File: src/sv/pdmd_pkg.sv
// ----------------------------------------------------------------------------
// pdmd_pkg
// Shared types and constants of the peak detector with minimum distance.
// ----------------------------------------------------------------------------
`default_nettype none

package pdmd_pkg;

   localparam int THR_BITS      = 16;
   localparam int SEP_BITS      = 7;
   localparam int POS_BITS      = 7;
   localparam int CSR_IDX_BITS  = 4;
   localparam int CSR_DATA_BITS = 16;
   localparam int MIN_FRAME     = 3;

   localparam logic [CSR_IDX_BITS-1:0] CSR_THRESHOLD  = 4'd0;
   localparam logic [CSR_IDX_BITS-1:0] CSR_SEPARATION = 4'd1;

   // separations up to this value leave every candidate kept
   localparam logic [SEP_BITS-1:0] SEP_OFF_MAX = 7'd1;

   typedef enum logic [2:0] {
      ST_LOAD,
      ST_SCAN,
      ST_EMIT_SCAN,
      ST_EMIT_READ,
      ST_OUT
   } state_type;

endpackage

`default_nettype wire

File: src/sv/pdmd_sample_buf.sv
// ----------------------------------------------------------------------------
// pdmd_sample_buf
// Frame sample store with registered read, plus a three-sample window that
// flags a thresholded strict local maximum at the previous stored sample.
// ----------------------------------------------------------------------------
`default_nettype none

module pdmd_sample_buf #(
   parameter int SAMPLE_BITS = 16,
   parameter int FRAME_DEPTH = 128
) (
   input  wire logic                                clock,
   input  wire logic                                wr_en,
   input  wire logic [$clog2(FRAME_DEPTH)-1:0]      wr_addr,
   input  wire logic signed [SAMPLE_BITS-1:0]       wr_data,
   input  wire logic [$clog2(FRAME_DEPTH)-1:0]      rd_addr,
   input  wire logic signed [pdmd_pkg::THR_BITS-1:0] threshold,
   output logic signed [SAMPLE_BITS-1:0]            rd_data,
   output logic                                     mid_is_peak
);

   localparam int CMP_W = (SAMPLE_BITS > pdmd_pkg::THR_BITS) ?
                          SAMPLE_BITS : pdmd_pkg::THR_BITS;

   logic signed [SAMPLE_BITS-1:0] store_ff [FRAME_DEPTH];
   logic signed [SAMPLE_BITS-1:0] rd_data_ff;
   logic signed [SAMPLE_BITS-1:0] win1_ff;
   logic signed [SAMPLE_BITS-1:0] win2_ff;

   always_ff @(posedge clock) begin
      if (wr_en) begin
         store_ff[wr_addr] <= wr_data;
      end
      rd_data_ff <= store_ff[rd_addr];
   end

   always_ff @(posedge clock) begin
      if (wr_en) begin
         win2_ff <= win1_ff;
         win1_ff <= wr_data;
      end
   end

   assign rd_data     = rd_data_ff;
   assign mid_is_peak = (win1_ff > win2_ff) && (win1_ff > wr_data) &&
                        (CMP_W'(win1_ff) >= CMP_W'(threshold));

endmodule

`default_nettype wire

File: src/sv/peak_detect_min_distance.sv
// ----------------------------------------------------------------------------
// peak_detect_min_distance
// Frame peak finder: thresholded strict local maxima, greedy suppression of
// peaks no farther than the separation, results in ascending position.
// ----------------------------------------------------------------------------
// Samples transfer at one per cycle while loading; candidates are marked on
// the fly. After the frame-end transfer the block is busy. With suppression
// off it scans the marks once. With the separation above 1 each greedy
// round sweeps the sample store through its single read port with one
// maximum comparator; K kept peaks take K + 1 rounds before the output
// scan starts. Each result is held in the output register until taken;
// the next frame transfers after the last result of the frame is taken.
// Register writes transfer only while the block is idle between frames.
`default_nettype none

module peak_detect_min_distance #(
   parameter int FRAME_DEPTH = 128,
   parameter int SAMPLE_BITS = 16
) (
   input  wire logic clock,
   input  wire logic reset,
   // tdata: sample_value
   input  wire logic [((SAMPLE_BITS+7)/8)*8-1:0]                      req_tdata,
   input  wire logic                                                  req_tvalid,
   output logic                                                       req_tready,
   input  wire logic                                                  req_tlast,
   // tdata: peak_position, peak_height
   output logic [((pdmd_pkg::POS_BITS+SAMPLE_BITS+7)/8)*8-1:0]        rsp_tdata,
   // tuser: peak_valid
   output logic                                                       rsp_tuser,
   output logic                                                       rsp_tvalid,
   input  wire logic                                                  rsp_tready,
   output logic                                                       rsp_tlast,
   input  wire logic                                                  csr_valid,
   output logic                                                       csr_ready,
   input  wire logic [pdmd_pkg::CSR_IDX_BITS-1:0]                     csr_index,
   input  wire logic [pdmd_pkg::CSR_DATA_BITS-1:0]                    csr_data
);

   localparam int IDX_W = $clog2(FRAME_DEPTH);
   localparam int CNT_W = $clog2(FRAME_DEPTH + 1);
   localparam int DW    = ((CNT_W > pdmd_pkg::SEP_BITS) ? CNT_W : pdmd_pkg::SEP_BITS) + 1;
   localparam int RSP_W = ((pdmd_pkg::POS_BITS + SAMPLE_BITS + 7) / 8) * 8;

   pdmd_pkg::state_type state_ff, state_in;

   logic signed [pdmd_pkg::THR_BITS-1:0] thr_ff;
   logic [pdmd_pkg::SEP_BITS-1:0]        sep_ff;

   logic [CNT_W-1:0]       count_ff, count_in;
   logic [CNT_W-1:0]       n_ff, n_in;
   logic [CNT_W-1:0]       scan_ff, scan_in;
   logic [CNT_W-1:0]       tot_ff, tot_in;
   logic [CNT_W-1:0]       emitted_ff, emitted_in;
   logic [FRAME_DEPTH-1:0] cand_ff, cand_in;
   logic [FRAME_DEPTH-1:0] supp_ff, supp_in;
   logic [FRAME_DEPTH-1:0] kept_ff, kept_in;
   logic [FRAME_DEPTH-1:0] win_mask;

   logic                          pend_ff, pend_in;
   logic [IDX_W-1:0]              pend_idx_ff, pend_idx_in;
   logic                          found_ff, found_in;
   logic [IDX_W-1:0]              best_idx_ff, best_idx_in;
   logic signed [SAMPLE_BITS-1:0] best_val_ff, best_val_in;

   logic                          rsp_valid_ff, rsp_valid_in;
   logic [pdmd_pkg::POS_BITS-1:0] pos_ff, pos_in;
   logic [SAMPLE_BITS-1:0]        height_ff, height_in;
   logic                          pvalid_ff, pvalid_in;
   logic                          last_ff, last_in;

   logic                          req_fire;
   logic                          store_ok;
   logic                          wr_en;
   logic signed [SAMPLE_BITS-1:0] sample;
   logic signed [SAMPLE_BITS-1:0] rd_data;
   logic                          mid_is_peak;
   logic                          new_cand;
   logic [CNT_W-1:0]              n_len;
   logic [IDX_W-1:0]              sidx;
   logic                          in_range;
   logic                          go_invalid;
   logic                          finish;

   assign sample   = $signed(req_tdata[SAMPLE_BITS-1:0]);
   assign req_fire = req_tvalid && req_tready;
   assign store_ok = count_ff < CNT_W'(FRAME_DEPTH);
   assign wr_en    = req_fire && store_ok;
   assign new_cand = wr_en && (count_ff >= CNT_W'(2)) && mid_is_peak;
   assign n_len    = store_ok ? count_ff + CNT_W'(1) : count_ff;
   assign sidx     = scan_ff[IDX_W-1:0];
   assign in_range = scan_ff < n_ff;

   pdmd_sample_buf #(
      .SAMPLE_BITS (SAMPLE_BITS),
      .FRAME_DEPTH (FRAME_DEPTH)
   ) u_buf (
      .clock       (clock),
      .wr_en       (wr_en),
      .wr_addr     (count_ff[IDX_W-1:0]),
      .wr_data     (sample),
      .rd_addr     (sidx),
      .threshold   (thr_ff),
      .rd_data     (rd_data),
      .mid_is_peak (mid_is_peak)
   );

   // suppression window around the current best peak
   always_comb begin
      for (int j = 0; j < FRAME_DEPTH; j++) begin
         win_mask[j] = (DW'(j) + DW'(sep_ff) >= DW'(best_idx_ff)) &&
                       (DW'(j) <= DW'(best_idx_ff) + DW'(sep_ff));
      end
   end

   always_ff @(posedge clock) begin
      if (reset) begin
         thr_ff <= '0;
         sep_ff <= '0;
      end else if (csr_valid && csr_ready) begin
         case (csr_index)
            pdmd_pkg::CSR_THRESHOLD:  thr_ff <= $signed(csr_data[pdmd_pkg::THR_BITS-1:0]);
            pdmd_pkg::CSR_SEPARATION: sep_ff <= csr_data[pdmd_pkg::SEP_BITS-1:0];
            default: ;
         endcase
      end
   end

   always_ff @(posedge clock) begin
      if (reset) begin
         state_ff     <= pdmd_pkg::ST_LOAD;
         count_ff     <= '0;
         tot_ff       <= '0;
         emitted_ff   <= '0;
         cand_ff      <= '0;
         supp_ff      <= '0;
         kept_ff      <= '0;
         pend_ff      <= 1'b0;
         found_ff     <= 1'b0;
         rsp_valid_ff <= 1'b0;
      end else begin
         state_ff     <= state_in;
         count_ff     <= count_in;
         tot_ff       <= tot_in;
         emitted_ff   <= emitted_in;
         cand_ff      <= cand_in;
         supp_ff      <= supp_in;
         kept_ff      <= kept_in;
         pend_ff      <= pend_in;
         found_ff     <= found_in;
         rsp_valid_ff <= rsp_valid_in;
      end
   end

   always_ff @(posedge clock) begin
      n_ff        <= n_in;
      scan_ff     <= scan_in;
      pend_idx_ff <= pend_idx_in;
      best_idx_ff <= best_idx_in;
      best_val_ff <= best_val_in;
      pos_ff      <= pos_in;
      height_ff   <= height_in;
      pvalid_ff   <= pvalid_in;
      last_ff     <= last_in;
   end

   always_comb begin
      state_in     = state_ff;
      count_in     = count_ff;
      n_in         = n_ff;
      scan_in      = scan_ff;
      tot_in       = tot_ff;
      emitted_in   = emitted_ff;
      cand_in      = cand_ff;
      supp_in      = supp_ff;
      kept_in      = kept_ff;
      pend_in      = 1'b0;
      pend_idx_in  = pend_idx_ff;
      found_in     = found_ff;
      best_idx_in  = best_idx_ff;
      best_val_in  = best_val_ff;
      rsp_valid_in = rsp_valid_ff;
      pos_in       = pos_ff;
      height_in    = height_ff;
      pvalid_in    = pvalid_ff;
      last_in      = last_ff;
      go_invalid   = 1'b0;
      finish       = 1'b0;

      case (state_ff)
         pdmd_pkg::ST_LOAD: begin
            if (req_fire) begin
               if (new_cand) begin
                  cand_in[IDX_W'(count_ff - CNT_W'(1))] = 1'b1;
                  tot_in = tot_ff + CNT_W'(1);
               end
               if (store_ok) begin
                  count_in = count_ff + CNT_W'(1);
               end
               if (req_tlast) begin
                  count_in   = '0;
                  n_in       = n_len;
                  scan_in    = '0;
                  found_in   = 1'b0;
                  emitted_in = '0;
                  if (n_len < CNT_W'(pdmd_pkg::MIN_FRAME)) begin
                     go_invalid = 1'b1;
                  end else if (sep_ff > pdmd_pkg::SEP_OFF_MAX) begin
                     tot_in   = '0;
                     state_in = pdmd_pkg::ST_SCAN;
                  end else if (tot_in == '0) begin
                     go_invalid = 1'b1;
                  end else begin
                     kept_in  = cand_in;
                     state_in = pdmd_pkg::ST_EMIT_SCAN;
                  end
               end
            end
         end
         pdmd_pkg::ST_SCAN: begin
            if (in_range) begin
               pend_in     = cand_ff[sidx] && !supp_ff[sidx];
               pend_idx_in = sidx;
               scan_in     = scan_ff + CNT_W'(1);
            end
            if (pend_ff && (!found_ff || rd_data > best_val_ff)) begin
               found_in    = 1'b1;
               best_idx_in = pend_idx_ff;
               best_val_in = rd_data;
            end
            if (!in_range && !pend_ff) begin
               scan_in = '0;
               if (found_ff) begin
                  kept_in[best_idx_ff] = 1'b1;
                  supp_in  = supp_ff | win_mask;
                  tot_in   = tot_ff + CNT_W'(1);
                  found_in = 1'b0;
               end else if (tot_ff == '0) begin
                  go_invalid = 1'b1;
               end else begin
                  state_in = pdmd_pkg::ST_EMIT_SCAN;
               end
            end
         end
         pdmd_pkg::ST_EMIT_SCAN: begin
            if (in_range) begin
               scan_in = scan_ff + CNT_W'(1);
               if (kept_ff[sidx]) begin
                  pos_in   = pdmd_pkg::POS_BITS'(sidx);
                  state_in = pdmd_pkg::ST_EMIT_READ;
               end
            end else begin
               finish = 1'b1;
            end
         end
         pdmd_pkg::ST_EMIT_READ: begin
            height_in    = rd_data;
            pvalid_in    = 1'b1;
            emitted_in   = emitted_ff + CNT_W'(1);
            last_in      = (emitted_ff + CNT_W'(1)) == tot_ff;
            rsp_valid_in = 1'b1;
            state_in     = pdmd_pkg::ST_OUT;
         end
         pdmd_pkg::ST_OUT: begin
            if (rsp_tready) begin
               rsp_valid_in = 1'b0;
               if (last_ff) begin
                  finish = 1'b1;
               end else begin
                  state_in = pdmd_pkg::ST_EMIT_SCAN;
               end
            end
         end
         default: begin
            finish = 1'b1;
         end
      endcase

      if (go_invalid) begin
         pos_in       = '0;
         height_in    = '0;
         pvalid_in    = 1'b0;
         last_in      = 1'b1;
         rsp_valid_in = 1'b1;
         state_in     = pdmd_pkg::ST_OUT;
      end

      if (finish) begin
         state_in   = pdmd_pkg::ST_LOAD;
         cand_in    = '0;
         supp_in    = '0;
         kept_in    = '0;
         tot_in     = '0;
         emitted_in = '0;
         found_in   = 1'b0;
      end
   end

   assign req_tready = (state_ff == pdmd_pkg::ST_LOAD);
   assign csr_ready  = (state_ff == pdmd_pkg::ST_LOAD) && (count_ff == '0);
   assign rsp_tvalid = rsp_valid_ff;
   assign rsp_tdata  = RSP_W'({height_ff, pos_ff});
   assign rsp_tuser  = pvalid_ff;
   assign rsp_tlast  = last_ff;

`ifndef ASSERT_OFF
   a_no_overlap: assert property (@(posedge clock) disable iff (reset)
      !(req_tready && rsp_tvalid))
      else $error("input ready while a result is pending");

   a_busy_after_end: assert property (@(posedge clock) disable iff (reset)
      (req_fire && req_tlast) |=> !req_tready)
      else $error("frame end transfer did not start detection");

   a_invalid_is_last: assert property (@(posedge clock) disable iff (reset)
      (rsp_tvalid && !rsp_tuser) |-> rsp_tlast)
      else $error("invalid result not marked last");

   a_kept_are_cand: assert property (@(posedge clock) disable iff (reset)
      (kept_ff & ~cand_ff) == '0)
      else $error("kept peak without candidate mark");

   a_emit_bound: assert property (@(posedge clock) disable iff (reset)
      emitted_ff <= tot_ff)
      else $error("more results than kept peaks");
`endif

endmodule

`default_nettype wire

File: config.mk
export PLATFORM = sky130hd
export DESIGN_NAME = peak_detect_min_distance
export DESIGN_NICKNAME = d
export VERILOG_FILES = /design/src/sv/pdmd_pkg.sv /design/src/sv/pdmd_sample_buf.sv /design/src/sv/peak_detect_min_distance.sv
export SDC_FILE = /design/constraint.sdc
export NUM_CORES = 2
export LEC_CHECK = 0
export BUFFER_PORTS_ARGS = -buffer_cell sky130_fd_sc_hd__buf_4
export CAP_MARGIN = 15
export CORE_MARGIN = 4
export CORE_UTILIZATION = 35
export DETAILED_ROUTE_END_ITERATION = 6
export PLACE_DENSITY = 0.54
export SETUP_SLACK_MARGIN = 0.3
export SYNTH_ARGS = -nofsm -noshare
export SYNTH_HDL_FRONTEND = slang
export SYNTH_SLANG_ARGS = --single-unit
File: constraint.sdc
create_clock -name clock -period 8.16 [get_ports clock]
set_input_delay 0.408 -clock clock [delete_from_list [all_inputs] [get_ports clock]]
set_output_delay 0.408 -clock clock [all_outputs]
set_load 0.01 [all_outputs]
# Yosys cells after proc, flatten, opt, wreduce, memory -nomap -nowiden
# Memory sizes are Yosys's and may differ from the RTL's. A register that Yosys moved wholly into a read port is not among the register bits.
# Index checks and enable logic that the tools add are counted.
dict set report word_totals {
  ramBits 2048
  reg_bits 540
  memories 1
  in_bits 42
}
dict set report op_classes {
  n_reduce_logical 177
  mux 75
  n_lt_le_gt_ge 270
  n_eq_ne 31
  bitwise 5
  n_addsub 133
}
# memory words width read_ports rd_ports_with_merged_regs wr line
set memory_table {}
lappend memory_table {u_buf.store_ff 128 16 1 1 1 pdmd_sample_buf.sv:25} ;# logic signed [SAMPLE_BITS-1:0] store_ff [FRAME_DEPTH];
# op count
set op_table {}
lappend op_table {{2-to-1 mux 128 bit} 8}
lappend op_table {{greater-or-equal comparator 8 x 7 -> 1 bit} 127}
lappend op_table {{<= comparator 7 x 9 -> 1 bit (first input constant)} 63}
lappend op_table {{adder 7 x 7 -> 8 bit (first input constant)} 64}
lappend op_table {{OR 128 bit} 3}
lappend op_table {{<= comparator 6 x 9 -> 1 bit (first input constant)} 32}
lappend op_table {{adder 6 x 7 -> 8 bit (first input constant)} 32}
lappend op_table {{case mux 128 bit (2 select lines)} 1}
lappend op_table {{<= comparator 5 x 9 -> 1 bit (first input constant)} 16}
lappend op_table {{logical AND 1 bit} 141}
lappend op_table {{adder 5 x 7 -> 8 bit (first input constant)} 16}
lappend op_table {{2-to-1 mux 8 bit} 15}
lappend op_table {{<= comparator 4 x 9 -> 1 bit (first input constant)} 8}
lappend op_table {{adder 4 x 7 -> 8 bit (first input constant)} 8}
lappend op_table {{greater-than comparator 16 bit} 3}
lappend op_table {{2-to-1 mux 3 bit} 13}
lappend op_table {{<= comparator 3 x 9 -> 1 bit (first input constant)} 4}
lappend op_table {{adder 3 x 7 -> 8 bit (first input constant)} 4}
lappend op_table {{adder 8 x 1 -> 8 bit (second input constant)} 4}
lappend op_table {{case mux 8 bit (2 select lines)} 2}
lappend op_table {{inequality test 3 bit (second input constant)} 9}
lappend op_table {{2-to-1 mux 1 bit} 25}
lappend op_table {{logical NOT 8 bit} 3}
lappend op_table {{< comparator 7 x 8 -> 1 bit (second input constant)} 3}
lappend op_table {{other kinds (46)} 87}

# Logic depth before layout (Yosys ltp)
dict set report depth {
  depth_word 17
  mapped_depth 16
  depth_no_buf 15
}

# Cells and area by module
# A second synthesis with hierarchy kept.
dict set report unflattened {
  cells_unflattened 8106
  area_unflattened_um2 115776.0
}
# mod seq_area_each_um2 instances cells_each area_per_inst_um2
set by_module_without_submodules {}
lappend by_module_without_submodules {pdmd_sample_buf 62780.2 1 3979 81120.3}
lappend by_module_without_submodules {peak_detect_min_distance 10630.2 1 4127 34655.7}

# Worst setup path before layout
# No wires, ideal clock.
dict set report synth_path {
  path_type {reg2reg}
  from {register state_ff[2]}
  to {memory u_buf.store_ff[100][0] (enable)}
  arrival_time_ns 3.978
  path_stages_with_launch 7
  path_buffers 2
  t_required_ns 7.771
  path_slack_ns 3.793
  path_cell_list {dfxtp_1 -> or4b_1 -> buf_2 -> nor2_1 -> nand3_1 -> clkbuf_1 -> nor2_1}
}
dict set report synth_between {
  elab_chain_cells 5
}
# item line
set synth_rtl {}
lappend synth_rtl {{from (decl)} peak_detect_min_distance.sv:45} ;# pdmd_pkg::state_type state_ff, state_in;
lappend synth_rtl {{from (signal assigned)} peak_detect_min_distance.sv:131} ;# state_ff <= pdmd_pkg::ST_LOAD;
lappend synth_rtl {{from (signal assigned)} peak_detect_min_distance.sv:142} ;# state_ff <= state_in;
lappend synth_rtl {{logical NOT 3 bit} peak_detect_min_distance.sv:299} ;# assign req_tready = (state_ff == pdmd_pkg::ST_LOAD);
lappend synth_rtl {{logical AND 1 bit} peak_detect_min_distance.sv:86} ;# assign req_fire = req_tvalid && req_tready;
lappend synth_rtl {{logical AND 1 bit} peak_detect_min_distance.sv:88} ;# assign wr_en = req_fire && store_ok;
lappend synth_rtl {{via u_buf.wr_en} pdmd_sample_buf.sv:13} ;# input wire logic wr_en,
lappend synth_rtl {{2-to-1 mux 1 bit} pdmd_sample_buf.sv:31} ;# if (wr_en) begin
lappend synth_rtl {{2-to-1 mux 1 bit (implied by the code)} pdmd_sample_buf.sv:32} ;# store_ff[wr_addr] <= wr_data;
lappend synth_rtl {{to (decl)} pdmd_sample_buf.sv:25}
# The timed path passes the listed nets, and every way through them passes these cells.

# Final worst setup path
dict set report layout_path {
  from {register sep_ff[2] in the netlist's numbering}
  to {register kept_ff[37]}
}
dict set report layout_between {
  elab_chain_cells 3
}
# item line
set layout_rtl {}
lappend layout_rtl {{from (decl)} peak_detect_min_distance.sv:48} ;# logic [pdmd_pkg::SEP_BITS-1:0] sep_ff;
lappend layout_rtl {{from (signal assigned)} peak_detect_min_distance.sv:123} ;# pdmd_pkg::CSR_SEPARATION: sep_ff <= csr_data[pdmd_pkg::SEP_BITS-1:0];
lappend layout_rtl {{greater-than comparator 7 x 1 -> 1 bit} peak_detect_min_distance.sv:208} ;# end else if (sep_ff > pdmd_pkg::SEP_OFF_MAX) begin
lappend layout_rtl {{inequality test 2 bit (no line)} --}
lappend layout_rtl {{AND reduction 8 bit (no line)} --}
lappend layout_rtl {{to (signal assigned)} peak_detect_min_distance.sv:148} ;# kept_ff <= kept_in;
lappend layout_rtl {{to (decl)} peak_detect_min_distance.sv:57} ;# logic [FRAME_DEPTH-1:0] kept_ff, kept_in;
# Every way passes these cells.
# A chain may end at the register's enable or synchronous reset.

==> flow_metrics.py <==
metrics = {
    "detailed_routing": {
        "drtPass1Iterations": 6,
        "drc_errors": 0,
        "avgRoutedWirePerCell_um": 30.04,
        "drt_iter0_markers": 7293,
        "wirelength_um": 365700,
        "postRouteAntennaNets": 0,
        "avgViaCountPerCell": 5.764,
        "vias": 70170,
    },
    "critical_path": {
        "r2r_cells": 11,
        "regToRegSetupSlack_ns": 2.92,
        "arrival_ns": 5.90,
        "cp_max_fo": 36,
        "r2r_end": "kept_ff[37]$_SDFFE_PP0P_",
        "crit_type": "flip-flop to flip-flop",
        "startpoint_type": "flip-flop",
        "rr_startpoint": "sep_ff[2]$_SDFFE_PP0P_",
        "worstPathRequired_ns": 8.82,
        "end_kind": "flip-flop",
    },
    "layout": {
        "design_area_mm2": 0.1312,
        "layout.nets": 8027,
        "final_util_pct": 40.04,
        "synthToLayoutAreaGrowth_pct": 13.78,
        "layout-drive-gt1-share_pct": 21.26,
    },
    "clock_network": {
        "cts-resized-gates": 0,
        "worstSkewPairLatency_ns": 0.87,
        "htree_num_levels": 5,
        "numCtsBuffers": 288,
        "clkSinkCount": 2604,
        "clk_path_buf_depth": 4,
        "cts-root-buf": "clkbuf_16",
        "cts_tree": "yes",
        "cts.clk_slew.worst_paths_ns": 0.07,
    },
    "logic_synthesis": {
        "synth_top_cell_by_area": "edfxtp_1",
        "synth-async-reset-ratio_pct": 0,
        "syn_inst": 7415,
        "synth.most_common_cell": "edfxtp_1",
        "synth-seq-cells": 2604,
        "syn_nets": 7825,
        "ys.flop_type": "edfxtp_1",
        "avgSynthCellArea_um2": 15.55,
        "syn_area_mm2": 0.1153,
        "ys_top_cells_by_area": "edfxtp_1, mux4_2, dfxtp_1",
        "seq_area_frac_synth_pct": 63.66,
        "yosys_warnings": 0,
        "yosysUniqueCellTypes": 81,
        "synth_edf_count": 2126,
        "synth_top_area_share_pct": 55.36,
        "synth_commonest_cells": "edfxtp_1, mux4_2, nor2_1",
    },
    "floorplanning": {
        "die_x_um": 582,
        "start_util_pct": 35.19,
        "die_y_um": 582,
        "row_count": 210,
        "io_pins": 71,
        "die_area_mm2": 0.3387,
        "core_mm2": 0.3277,
    },
    "placement": {
        "gp_congestion": 0.9197,
        "place_hpwl_um": 230700,
        "dpl_cell_area_mm2": 0.1217,
        "portBuffers": 69,
    },
    "global_route": {
        "antenna_found_initial": 22,
        "grt_overflow": 0,
        "grt_pass1_vias": 69380,
        "grt_max_degree": 186,
        "grt_usage_pct": 21.02,
        "grt_pass1_wl_um": 518800,
    },
    "pwr": {
        "power_density_mw_per_mm2": 224.7,
        "irDropWorstVdd_uv": 164.8,
        "total_leakage_power_nw": 43.21,
    },
    "hold_path": {
        "min_path_cells": 1,
        "worstHoldEndpoint": "u_buf.store_ff[106][3]$_DFFE_PP_",
        "min-delay-start": "req_tdata[3]",
        "hold_class": "input pin to flip-flop",
    },
    "timing": {
        "rsz0062_at_grt": "no",
        "finalSetupTns_ns": 0,
        "relSlewSlack_pct": 13.80,
        "finClkSkew_ns": 0.04453,
        "finalCriticalPeriod_ns": 5.243,
        "clock.fmax_mhz": 190.7,
        "setup_violations": 0,
        "slew_viol_final": 0,
        "period_share_pct": 64.25,
        "hold_violations": 0,
        "worstMarginPinSlew_ns": 1.288,
    },
    "flow_run": {
        "maxCapViolCount": 0,
    },
    "run_status": {
        "status": "completed",
    },
}
cell usage in the layout, fill, tap and decap left out, drive strengths merged, types with 19 or more instances in the layout:
| cell | n |
|---|---|
| a221oi | 155 |
| a211oi | 63 |
| inv | 404 |
| nand2b | 87 |
| a2111oi | 27 |
| ha | 366 |
| a21oi | 226 |
| dlygate4sd3 | 41 |
| nand2 | 364 |
| nand4 | 25 |
| mux2i | 46 |
| o211ai | 21 |
| mux4 | 732 |
| a21o | 60 |
| nor2 | 548 |
| buf | 326 |
| nor2b | 23 |
| nand3 | 64 |
| mux2 | 19 |
| o21a | 61 |
| dfxtp | 478 |
| o21ai | 322 |
| a31oi | 248 |
| clkinv | 93 |
| edfxtp | 2126 |
| clkbuf | 373 |
| a211o | 21 |
| xnor2 | 136 |
| nor3 | 69 |
| o31ai | 51 |
layer usage:
layer	up-vias	global-route usage, %	share of wire (%)
met2	2843	34.02	48
li1	29650	-	-
met3	552	3.537	6.7
met5	-	0	0.017
met4	10	6.888	3.6
met1	37110	28.86	42
timing repair:
item                                    CTS  global route
buffers inserted                          0             0
hold buffers                             41             0
endpoints found under the setup margin    0             0
endpoints found under the hold margin    77             0
worst max-delay path, stage by stage (launching register included):
cell	delay, ns
dfxtp_1	0.34
clkinv_1	0.52
ha_1	0.72
nand2_1	0.33
o21ai_0	0.16
a32oi_1	0.81
nand2b_1	0.21
or4b_1	0.11
o21ba_1	0.15
nor3_2	0.76
buf_4	0.69
a221oi_2	0.16
sequential cells by signal, summed over array words and instances, names as in the netlist, 8 cells and up:
name            cells
u_buf.store_ff   2048
cand_ff           128
kept_ff           128
supp_ff           128
best_val_ff        16
height_ff          16
thr_ff             16
u_buf.rd_data      16
u_buf.win1_ff      16
u_buf.win2_ff      16
count_ff            8
emitted_ff          8
n_ff                8
scan_ff             8
tot_ff              8
per-stage QoR:
stage               total power [W]  setup WS (ns)  hold WS, ns  std cells
finish                      0.02948          2.918      0.05638      12170
global route                0.03041          2.755      0.04639      12170
CTS                         0.02973          3.061      0.01091      12160
floorplan                   0.01615          3.793       0.4003       7415
global placement            0.01709          2.850       0.4015      11620
detailed placement          0.01713          2.999       0.4054      11630
area by class of cell:
| type | instances | area [um2] |
|---|---|---|
| Antenna cell | 6 | 15.01 |
| Clock buffer | 372 | 7797 |
| Clock inverter | 123 | 1219 |
| Fill cell | 29730 | 196500 |
| Inverter | 397 | 1493 |
| Multi-Input combinational cell | 3958 | 38710 |
| Sequential cell | 2604 | 73410 |
| Tap cell | 4346 | 5438 |
| Timing Repair Buffer | 368 | 3114 |
cell families after synthesis:
kind of cell / after synthesis / synth area share [%]
other: 1 / 0.003252
flip-flops: 2604 / 63.66
AO/OA/AOI/OAI: 1373 / 8.531
multiplexers: 797 / 14.88
AND/OR/NAND/NOR: 1265 / 4.801
adder cells (fa/ha/maj): 368 / 4.006
XOR/XNOR: 154 / 1.170
buffers and inverters: 853 / 2.948
power by group:
group          internal, W  leakage [nW]  switching (W)
sequential          0.0145          23.0       0.000164
clock              0.00732          4.41        0.00530
combinational     0.000814          15.8        0.00138
total               0.0226          43.2        0.00684
worst max path at each step:
stage	cells past startpoint	start	slack (ns)	to
finish	11	sep_ff[2]$_SDFFE_PP0P_	2.92	kept_ff[37]$_SDFFE_PP0P_
global route	11	sep_ff[2]$_SDFFE_PP0P_	2.76	kept_ff[127]$_SDFFE_PP0P_
CTS	9	scan_ff[1]$_DFFE_PP_	3.06	pos_ff[5]$_SDFFE_PP0P_
detailed placement	12	req_tdata[1]	3.00	kept_ff[127]$_SDFFE_PP0P_
global placement	12	req_tdata[1]	2.85	kept_ff[127]$_SDFFE_PP0P_
floorplan	6	state_ff[2]$_SDFFE_PP0P_	3.79	u_buf.store_ff[100][0]$_DFFE_PP_
Power figures use the tool's default switching activity.
